### src/rtl/core/triangle_point_to_local_coords_core_macros.svh
// Assertion macros for the triangle local coordinate core.
`ifndef TRIANGLE_POINT_TO_LOCAL_COORDS_CORE_MACROS_SVH
`define TRIANGLE_POINT_TO_LOCAL_COORDS_CORE_MACROS_SVH
`ifndef SYNTHESIS
`define TPLC_ASSERT_IMP(lbl, clk, rst, ante, cons) \
   lbl: assert property (@(posedge clk) disable iff (rst) (ante) |-> cons) \
      else $error("tplc assertion failed");
`define TPLC_ASSERT_NXT(lbl, clk, rst, ante, cons) \
   lbl: assert property (@(posedge clk) disable iff (rst) (ante) |=> (cons)) \
      else $error("tplc assertion failed");
`else
`define TPLC_ASSERT_IMP(lbl, clk, rst, ante, cons)
`define TPLC_ASSERT_NXT(lbl, clk, rst, ante, cons)
`endif
`endif

### src/rtl/core/tplc_pkg.sv
// Shared types and constants for the triangle local coordinate core.
package tplc_pkg;

   localparam int COORD_W = 32;
   localparam int DIFF_W  = COORD_W + 1;
   localparam int PROD_W  = 2 * DIFF_W;
   localparam int MINOR_W = PROD_W + 1;

   localparam logic [1:0] PLANE_XY = 2'd0;
   localparam logic [1:0] PLANE_XZ = 2'd1;
   localparam logic [1:0] PLANE_YZ = 2'd2;

   typedef logic signed [COORD_W-1:0] coord_type;

   typedef struct packed {
      coord_type vertex0_x;
      coord_type vertex0_y;
      coord_type vertex0_z;
      coord_type vertex1_x;
      coord_type vertex1_y;
      coord_type vertex1_z;
      coord_type vertex2_x;
      coord_type vertex2_y;
      coord_type vertex2_z;
      coord_type point_x;
      coord_type point_y;
      coord_type point_z;
   } req_word_type;

   typedef struct packed {
      coord_type  local_u;
      coord_type  local_v;
      logic [1:0] chosen_plane;
      logic       degenerate;
      logic       saturated;
   } rsp_word_type;

   // sideband that rides along the divider chain
   typedef struct packed {
      logic             valid;
      logic             degenerate;
      logic [1:0]       plane;
      logic             neg_u;
      logic             neg_v;
      logic [COORD_W:0] quo_u;
      logic [COORD_W:0] quo_v;
   } side_type;

endpackage

### src/rtl/core/tplc_cell.sv
// One restoring-division cell: one quotient bit of u and of v per cycle.
module tplc_cell import tplc_pkg::*; #(
   parameter int FRAC_BITS = 16,
   parameter int SHIFT     = 0
) (
   input  logic                                   clock,
   input  logic                                   reset,
   input  side_type                               up_side,
   input  logic [MINOR_W+COORD_W+FRAC_BITS-1:0]  up_rem_u,
   input  logic [MINOR_W+COORD_W+FRAC_BITS-1:0]  up_rem_v,
   input  logic [MINOR_W-1:0]                     up_den,
   output side_type                               dn_side,
   output logic [MINOR_W+COORD_W+FRAC_BITS-1:0]  dn_rem_u,
   output logic [MINOR_W+COORD_W+FRAC_BITS-1:0]  dn_rem_v,
   output logic [MINOR_W-1:0]                     dn_den
);
   localparam int RW = MINOR_W + COORD_W + FRAC_BITS;

   logic [RW-1:0]      dsh;
   logic               ge_u, ge_v;
   side_type           side_in, side_ff;
   logic [RW-1:0]      remu_in, remv_in, remu_ff, remv_ff;
   logic [MINOR_W-1:0] den_ff;

   always_comb begin
      dsh     = RW'(up_den) << SHIFT;
      ge_u    = up_rem_u >= dsh;
      ge_v    = up_rem_v >= dsh;
      remu_in = ge_u ? up_rem_u - dsh : up_rem_u;
      remv_in = ge_v ? up_rem_v - dsh : up_rem_v;
      side_in = up_side;
      side_in.valid = up_side.valid & ~reset;
      side_in.quo_u = {up_side.quo_u[COORD_W-1:0], ge_u};
      side_in.quo_v = {up_side.quo_v[COORD_W-1:0], ge_v};
   end

   always_ff @(posedge clock) begin
      side_ff <= side_in;
      remu_ff <= remu_in;
      remv_ff <= remv_in;
      den_ff  <= up_den;
   end

   assign dn_side  = side_ff;
   assign dn_rem_u = remu_ff;
   assign dn_rem_v = remv_ff;
   assign dn_den   = den_ff;

endmodule

### config.mk
export PLATFORM = sky130hd
export DESIGN_NAME = tplc_cell
export DESIGN_NICKNAME = d
export VERILOG_FILES = /design/src/rtl/core/triangle_point_to_local_coords_core_macros.svh /design/src/rtl/core/tplc_pkg.sv /design/src/rtl/core/tplc_cell.sv
export SDC_FILE = /design/constraint.sdc
export NUM_CORES = 1
export LEC_CHECK = 0
export BUFFER_PORTS_ARGS = -buffer_cell sky130_fd_sc_hd__buf_4
export CORE_AREA = 2 2 287 289
export CTS_BUF_LIST = sky130_fd_sc_hd__clkbuf_8
export CTS_CLUSTER_DIAMETER = 150
export CTS_CLUSTER_SIZE = 16
export DETAILED_ROUTE_END_ITERATION = 8
export DIE_AREA = 0 0 289 291
export MAX_ROUTING_LAYER = met4
export SYNTH_ARGS = -nofsm -noshare
export SYNTH_HDL_FRONTEND = slang
export SYNTH_SLANG_ARGS = --single-unit
export TNS_END_PERCENT = 30
### constraint.sdc
create_clock -name clock -period 8.8 [get_ports clock]
set_input_delay 0 -clock clock [delete_from_list [all_inputs] [get_ports clock]]
set_output_delay 0 -clock clock [all_outputs]
set_load 0.02 [all_outputs]
## Word level (Yosys, flattened, before mapping)

Cells that the tools add are included.

- Logic and storage cells: 18
- Input bits: 371
- Bits in registers: 369
- Output and inout port bits: 369

- Magnitude comparators: 2
- Bitwise logic cells: 2
- $add $sub $neg: 2
- Muxes and demuxes: 2

Operators with widths:

| cell | number |
|---|---|
| $ge 115x67->1 | 2 |
| $mux 115 | 2 |
| $sub 115x67->115 | 2 |
| $and 1x1->1 | 1 |
| $not 1->1 | 1 |

## Longest topological paths before layout

Gate-level depths: netlist of run 1.

- Word-level depth: 2
- Mapped depth: 16
- Mapped depth without buffers: 14

## Least setup slack after synthesis of run 1

OpenSTA, ideal clock, no wires.

- Kind: input port to flip-flop
- Start: input up_rem_v[0]
- End: register remv_ff[110], in the netlist dn_rem_v[110]
- Setup slack: 5,391 ps
- Required time: 8,728 ps
- Library setup time: 72 ps
- Cell stages on the path: 16
- Buffers on the path: 2
- Data arrival time: 3,338 ps
- Cell sequence: inv_1 ha_1 inv_1 fa_1 a21o_1 a311oi_1 o21ai_0 a41o_1 a21oi_1 a211oi_1 a31o_2 a2111o_1 buf_6 buf_6 nor3_2 xor2_1

- Longest elaborated chain between the ends: 2
- Elaborated cells on any way between the ends: 3
- Classes of those cells: 1 x add/sub; 1 x order compare; 1 x mux

RTL lines:

| item | line | source |
|---|---|---|
| start: declaration | tplc_cell.sv:10 | `input logic [MINOR_W+COORD_W+FRAC_BITS-1:0] up_rem_v,` |
| $sub 115x67->115 / $ge 115x67->1 (equally long branches) | tplc_cell.sv:30, tplc_cell.sv:28 |  |
| $mux 115 (*) | tplc_cell.sv:30 | `remv_in = ge_v ? up_rem_v - dsh : up_rem_v;` |
| net remv_in[110] | tplc_cell.sv:22 | `logic [RW-1:0] remu_in, remv_in, remu_ff, remv_ff;` |
| end signal: assignment | tplc_cell.sv:40 | `remv_ff <= remv_in;` |
| end: declaration | tplc_cell.sv:22 |  |

Mark *: on every way through the listed nets, which the timed path passes. The rest lies on a longest branch.

## Worst setup path after layout of run 1

- Start: input up_rem_v[0]
- End: register remv_ff[104], in the netlist dn_rem_v[104]

Same word-level chain as after synthesis.

==> results of run 1 <==
==> layout make-up <==
type / count / area, sq um / share of cell area
clock buffer: 27 / 372 / 0.0111
antenna: 12 / 30.0 / 0.000897
timing repair buffer: 1387 / 12000 / 0.359
inverter: 110 / 414 / 0.0124
multi-input combinational: 1850 / 11900 / 0.355
sequential: 369 / 7390 / 0.221
clock inverter: 4 / 56.3 / 0.00168
tap: 1070 / 1340 / 0.0400
==> through the flow <==
stage | power [mW] | std cells | worst slack (ns) | utilization
after detailed placement | 3.68 | 4147 | 3.87 | 0.328
final | 4.87 | 4829 | 3.46 | 0.412
after global routing | 5.09 | 4825 | 3.34 | 0.412
after floorplan | 2.86 | 2428 | 5.39 | -
after CTS | 4.88 | 4817 | 3.60 | 0.412
after global placement | 3.68 | 4147 | 3.97 | 0.328
==> cells in the mapped netlist (9+ instances only) <==
| cell type | instances |
|---|---|
| clkbuf_1 | 90 |
| nor2b_1 | 15 |
| inv_1 | 109 |
| and4_1 | 9 |
| dfxtp_1 | 369 |
| a211oi_1 | 16 |
| ha_1 | 134 |
| mux2_2 | 10 |
| xnor2_1 | 101 |
| or2_2 | 24 |
| xor2_1 | 118 |
| or3_1 | 31 |
| a21boi_0 | 10 |
| nand3_1 | 34 |
| nand4_1 | 68 |
| and2_1 | 9 |
| o211ai_1 | 15 |
| nor3_2 | 9 |
| nor3_1 | 61 |
| a21oi_1 | 303 |
| nor4_1 | 50 |
| or4_1 | 29 |
| and3_1 | 12 |
| nand2_1 | 181 |
| o21bai_1 | 30 |
| a21o_1 | 59 |
| o21ai_0 | 125 |
| nand2b_1 | 14 |
| a31oi_1 | 13 |
| o21a_1 | 19 |
| nor2_1 | 246 |
==> layer usage <==
layer  part of all wire  vias up  global-route usage
li1                   -    11302                   -
met1               0.43    11223               0.306
met2               0.46     1056               0.397
met3              0.068      202              0.0397
met4              0.040        0              0.0849
met5                  0        -                   -
==> final timing paths <==
kind / to / from
setup / recovery: dn_rem_v[104]$_DFF_P_ / up_rem_v[0]
hold / removal: dn_rem_v[63]$_DFF_P_ / up_rem_v[63]
==> flip-flops by register name (all words and copies together) (netlist names) <==
name      count
dn_den       67
dn_rem_u    115
dn_rem_v    115
dn_side      72
==> power breakdown <==
part | switching [mW] | internal (mW)
registers | 0.0675 | 1.87
logic | 1.11 | 0.886
clock network | 0.622 | 0.311
total | 1.80 | 3.07
==> tightest hold or removal path, stage by stage <==
cell	delay, ns
dlygate4sd3_1	0.53
buf_4	0.11
nand2_1	0.04
o21ai_0	0.06
==> cell families after synthesis <==
group           after synthesis
compound gates              661
xor+xnor                    219
fa+ha+maj                   136
buf+inv                     209
flops                       369
mux                          10
simple gates                824
==> results.json, run 1 <==
{
  "cp_max_fo": 17,
  "path_delay_family": "compound AO/OA/AOI/OAI gates",
  "rsz0062_at_grt": "no",
  "drt_iter0_markers": 1532,
  "num-fill-cells": 7907,
  "worst-path-buf-inv": 6,
  "dpl.hpwl_um": 81700,
  "synth_edf_count": 0,
  "cts_hold_buf": 639,
  "layout_commonest_cell": "buf_4",
  "drv_slew": 0,
  "worst_slew_pin_slew_ns": 1.06,
  "coreArea_sq_um": 81200,
  "htreeDepth": 1,
  "grt_overflow_total": 0,
  "grt_max_degree": 77,
  "holdPathStages": 4,
  "final.period_utilization": 0.607,
  "ant_nets": 0,
  "ys_types": 75,
  "ys_warn_count": 0,
  "dpl_cell_area_sq_um": 26600,
  "crit_chain": "dlygate4sd3_1, buf_4, inv_1, ha_1, inv_1, fa_1, a21o_1, a311oi_1, o21ai_0, a41o_1, a21oi_1, a211oi_1, buf_4, a31o_2, a2111o_1, nor4_1, xor2_1, dlygate4sd3_1",
  "hold_slack_ns": 0.0764,
  "finalSetupTns_ns": 0,
  "cpMaxStageDelayCell": "a2111o_1",
  "grt_antenna_before_repair": 11,
  "nets": 4252,
  "grt_use_total": 0.245,
  "dieWidth_um": 289,
  "synth_top_cell_by_area": "dfxtp_1",
  "synth_compound_area_frac": 0.198,
  "avgSynthCellArea_sq_um": 8.27,
  "cts_root_buffer": "clkbuf_8",
  "die_area_sq_um": 84100,
  "synth_adder_area_share": 0.0855,
  "finalInstanceArea_sq_um": 33500,
  "cts_tree": "yes",
  "routedWlPerCell_um": 21.9,
  "pin_count": 740,
  "finalCriticalPeriod_ns": 5.34,
  "grt_pass1_vias": 23520,
  "setup_viol": 0,
  "synth_xor_area_frac": 0.0956,
  "async_reset_ff_frac": 0,
  "syn_nets": 2935,
  "path_class": "input pin to flop",
  "area_delta_synth_final_pct": 66.9,
  "synth_mux_area_frac": 0.00561,
  "arrival_ns": 5.99,
  "required_ns": 9.45,
  "fp-row-count": 105,
  "wl_um": 106000,
  "synthCells": 2428,
  "drive_above_1_share": 0.226,
  "drc": 0,
  "clockBufferDepth": 3,
  "status": "finished, final reports clean",
  "max_freq_ghz": 0.187,
  "cts_setup_buffers": 0,
  "endpoint_kind": "flop",
  "min_path_type": "input pin to flop",
  "hold_viol_final": 0,
  "ys.flop_type": "dfxtp_1",
  "grt_first_pass_wirelength_um": 151000,
  "gp_congestion": 0.927,
  "powerDensity_nw_per_um2": 145,
  "synth-simple-area-share": 0.207,
  "start_util": 0.247,
  "cts_resized": 0,
  "cts_made_buffers": 27,
  "ir_worst_vdd_uv": 122,
  "layout_common_cells": "748 x buf_4, 639 x dlygate4sd3_1, 369 x dfxtp_1, 303 x a21oi_1, 246 x nor2_1",
  "dr.pass1.iters": 5,
  "cts_sinks": 369,
  "cp-start-kind": "input pin",
  "cts.clk_slew.worst_paths_ns": 0.11,
  "crit_cells": 18,
  "synth-seq-cells": 369,
  "vias_per_cell": 4.93,
  "port_buffers": 737,
  "synth_top_family_by_area": "simple AND/OR/NAND/NOR gates",
  "cap_violations": 0,
  "slowest_delay_ns": 0.81,
  "synth_area_sq_um": 20100,
  "relSlewSlack": 0.287,
  "synthTopCellsByArea": "dfxtp_1 37%, ha_1 8.4%, a21oi_1 7.6%, xor2_1 5.1%, nor2_1 4.6%",
  "ys_seq_area_frac": 0.368,
  "yosys.area.top_type_share": 0.368,
  "vias": 23783,
  "die_h_um": 291,
  "power_leakage_nw": 14.7
}
(Power assumes the default switching activity.)
==> inputs of run 2 (changes only) <==
==> constraint.sdc (replaced) <==
create_clock -name clock -period 5.3 [get_ports clock]
set_input_delay 0 -clock clock [delete_from_list [all_inputs] [get_ports clock]]
set_output_delay 0 -clock clock [all_outputs]
set_load 0.02 [all_outputs]
==> run 2 against run 1 <==
Setup slack worse by 3.2 ns. Clock-buffer cell count is the same. Combinational power is 67% higher. Critical path depth is 1 higher. Sequential power increased by 66%. Sequential share of layout area down 0.10 points. Utilization increased by 0.20 points. Routed wire length increased by 0.25%. Non-clock buffer count increased by 18. First-iteration DRC count rose by 20%. Sequential cell count unchanged.
==> results.json, run 2 (synthesis gave the netlist of run 1 again) <==
{
  "die_h_um": 291,
  "grt_pass1_vias": 23960,
  "grt_use_total": 0.247,
  "numPlacedInstances": 4156,
  "vias": 23820,
  "seqPwrFrac": 0.401,
  "cts_setup_buffers": 0,
  "grt_overflow_total": 0,
  "area_delta_synth_final_pct": 67.7,
  "wl_um": 106000,
  "cp-start-kind": "input pin",
  "clockBufferDepth": 3,
  "drv_slew": 0,
  "arrival_ns": 5.63,
  "finalInstanceArea_sq_um": 33600,
  "p_int_mw": 5.06,
  "relSlewSlack": 0.275,
  "drc": 0,
  "pwr-share-comb": 0.414,
  "grt_max_degree": 104,
  "grt_antenna_before_repair": 13,
  "final_util": 0.414,
  "required_ns": 5.89,
  "seqCellArea_sq_um": 7390,
  "pin_count": 740,
  "stdcell_count": 4848,
  "drt_iter0_markers": 1842,
  "drive_above_1_share": 0.227,
  "multiInputGateArea_sq_um": 11900,
  "hp-start": "up_rem_u[26]",
  "cts_made_buffers": 27,
  "port_buffers": 737,
  "powerDensity_nw_per_um2": 239,
  "ant_nets": 0,
  "cap_violations": 0,
  "dpl.hpwl_um": 82300,
  "grt_first_pass_wirelength_um": 153000,
  "vias_per_cell": 4.91,
  "min_path_type": "input pin to flop",
  "max_freq_ghz": 0.199,
  "power_leakage_nw": 14.8,
  "start_util": 0.247,
  "p_switching_mw": 2.98,
  "clockPowerShare": 0.186,
  "coreArea_sq_um": 81200,
  "nets": 4270,
  "fp-row-count": 105,
  "finalCriticalPeriod_ns": 5.03,
  "dieWidth_um": 289,
  "path_class": "input pin to flop",
  "ir_worst_vdd_uv": 230,
  "endpoint_kind": "flop",
  "setup_viol": 0,
  "die_area_sq_um": 84100,
  "worstSetupStartpoint": "up_rem_v[0]",
  "switching_share": 0.371,
  "routedWlPerCell_um": 21.9,
  "cts_root_buffer": "clkbuf_8",
  "rsz0062_at_grt": "no",
  "finalSetupTns_ns": 0,
  "hold_viol_final": 0,
  "hold_slack_ns": 0.102,
  "cp_max_fo": 17,
  "cts_tree": "yes",
  "layout_commonest_cell": "buf_4",
  "num-fill-cells": 7987,
  "htreeDepth": 1,
  "layout_common_cells": "755 x buf_4, 648 x dlygate4sd3_1, 369 x dfxtp_1, 303 x a21oi_1, 246 x nor2_1",
  "status": "finished, final reports clean",
  "cts_sinks": 369,
  "final.period_utilization": 0.950,
  "worst_slew_pin_slew_ns": 1.06,
  "dpl_cell_area_sq_um": 26700,
  "gp_congestion": 0.943,
  "cts.clk_slew.worst_paths_ns": 0.13,
  "dr.pass1.iters": 6
}
-- run 2: power groups by stage --
stage	logic, mW	registers, mW	clock network, mW
finish	3.33	3.22	1.49
global route	3.53	3.25	1.65
CTS	3.28	3.22	1.57
detailed placement	2.85	3.28	0
global placement	2.86	3.27	0
floorplan	1.05	3.69	0
-- run 2: critical path: stages --
cell           delay, ns
dlygate4sd3_1       0.54
buf_4               0.14
inv_1               0.05
ha_1                0.16
inv_1               0.06
fa_1                0.40
a21o_1              0.23
a311oi_1            0.27
o21ai_0             0.13
buf_4               0.17
a41o_1              0.29
a21oi_1             0.54
a211oi_1            0.16
buf_4               0.20
a31o_2              0.32
a2111o_1            0.79
nor4_1              0.36
xor2_1              0.21
dlygate4sd3_1       0.59
-- run 2: repair_timing --
item | CTS | global route
gates resized for setup | 0 | 0
endpoints found under the hold margin | 367 | 0
hold buffers | 648 | 0
-- run 2: layout make-up --
class | instances | share of cell area
repair buffers | 1405 | 0.362
multi-input cells | 1850 | 0.353
flip-flops and latches | 369 | 0.220
well taps | 1070 | 0.0398
inverters | 110 | 0.0123
clock buffers | 27 | 0.0110
diodes | 14 | 0.00104
clock inverters | 3 | 0.000818
-- run 2: final timing paths --
| kind | end | slack, ns | cells after the start |
|---|---|---|---|
| worst max-delay path | dn_rem_v[102]$_DFF_P_ | 0.27 | 19 |
| worst min-delay path | dn_rem_u[26]$_DFF_P_ | 0.10 | 3 |
-- run 2: layer usage --
layer	vias to the layer above	track usage	routed length, um
li1	11340	-	-
met1	11234	0.307	45100
met2	1043	0.404	49500
met3	203	0.0399	7560
met4	0	0.0825	3990
met5	-	-	0
-- run 2: stage by stage --
| stage | setup WS [ns] | power (mW) |
|---|---|---|
| final | 0.265 | 8.04 |
| after global routing | 0.109 | 8.42 |
| after CTS | 0.508 | 8.07 |
| after detailed placement | 0.894 | 6.13 |
| after global placement | 0.905 | 6.13 |
| after floorplan | 1.89 | 4.75 |
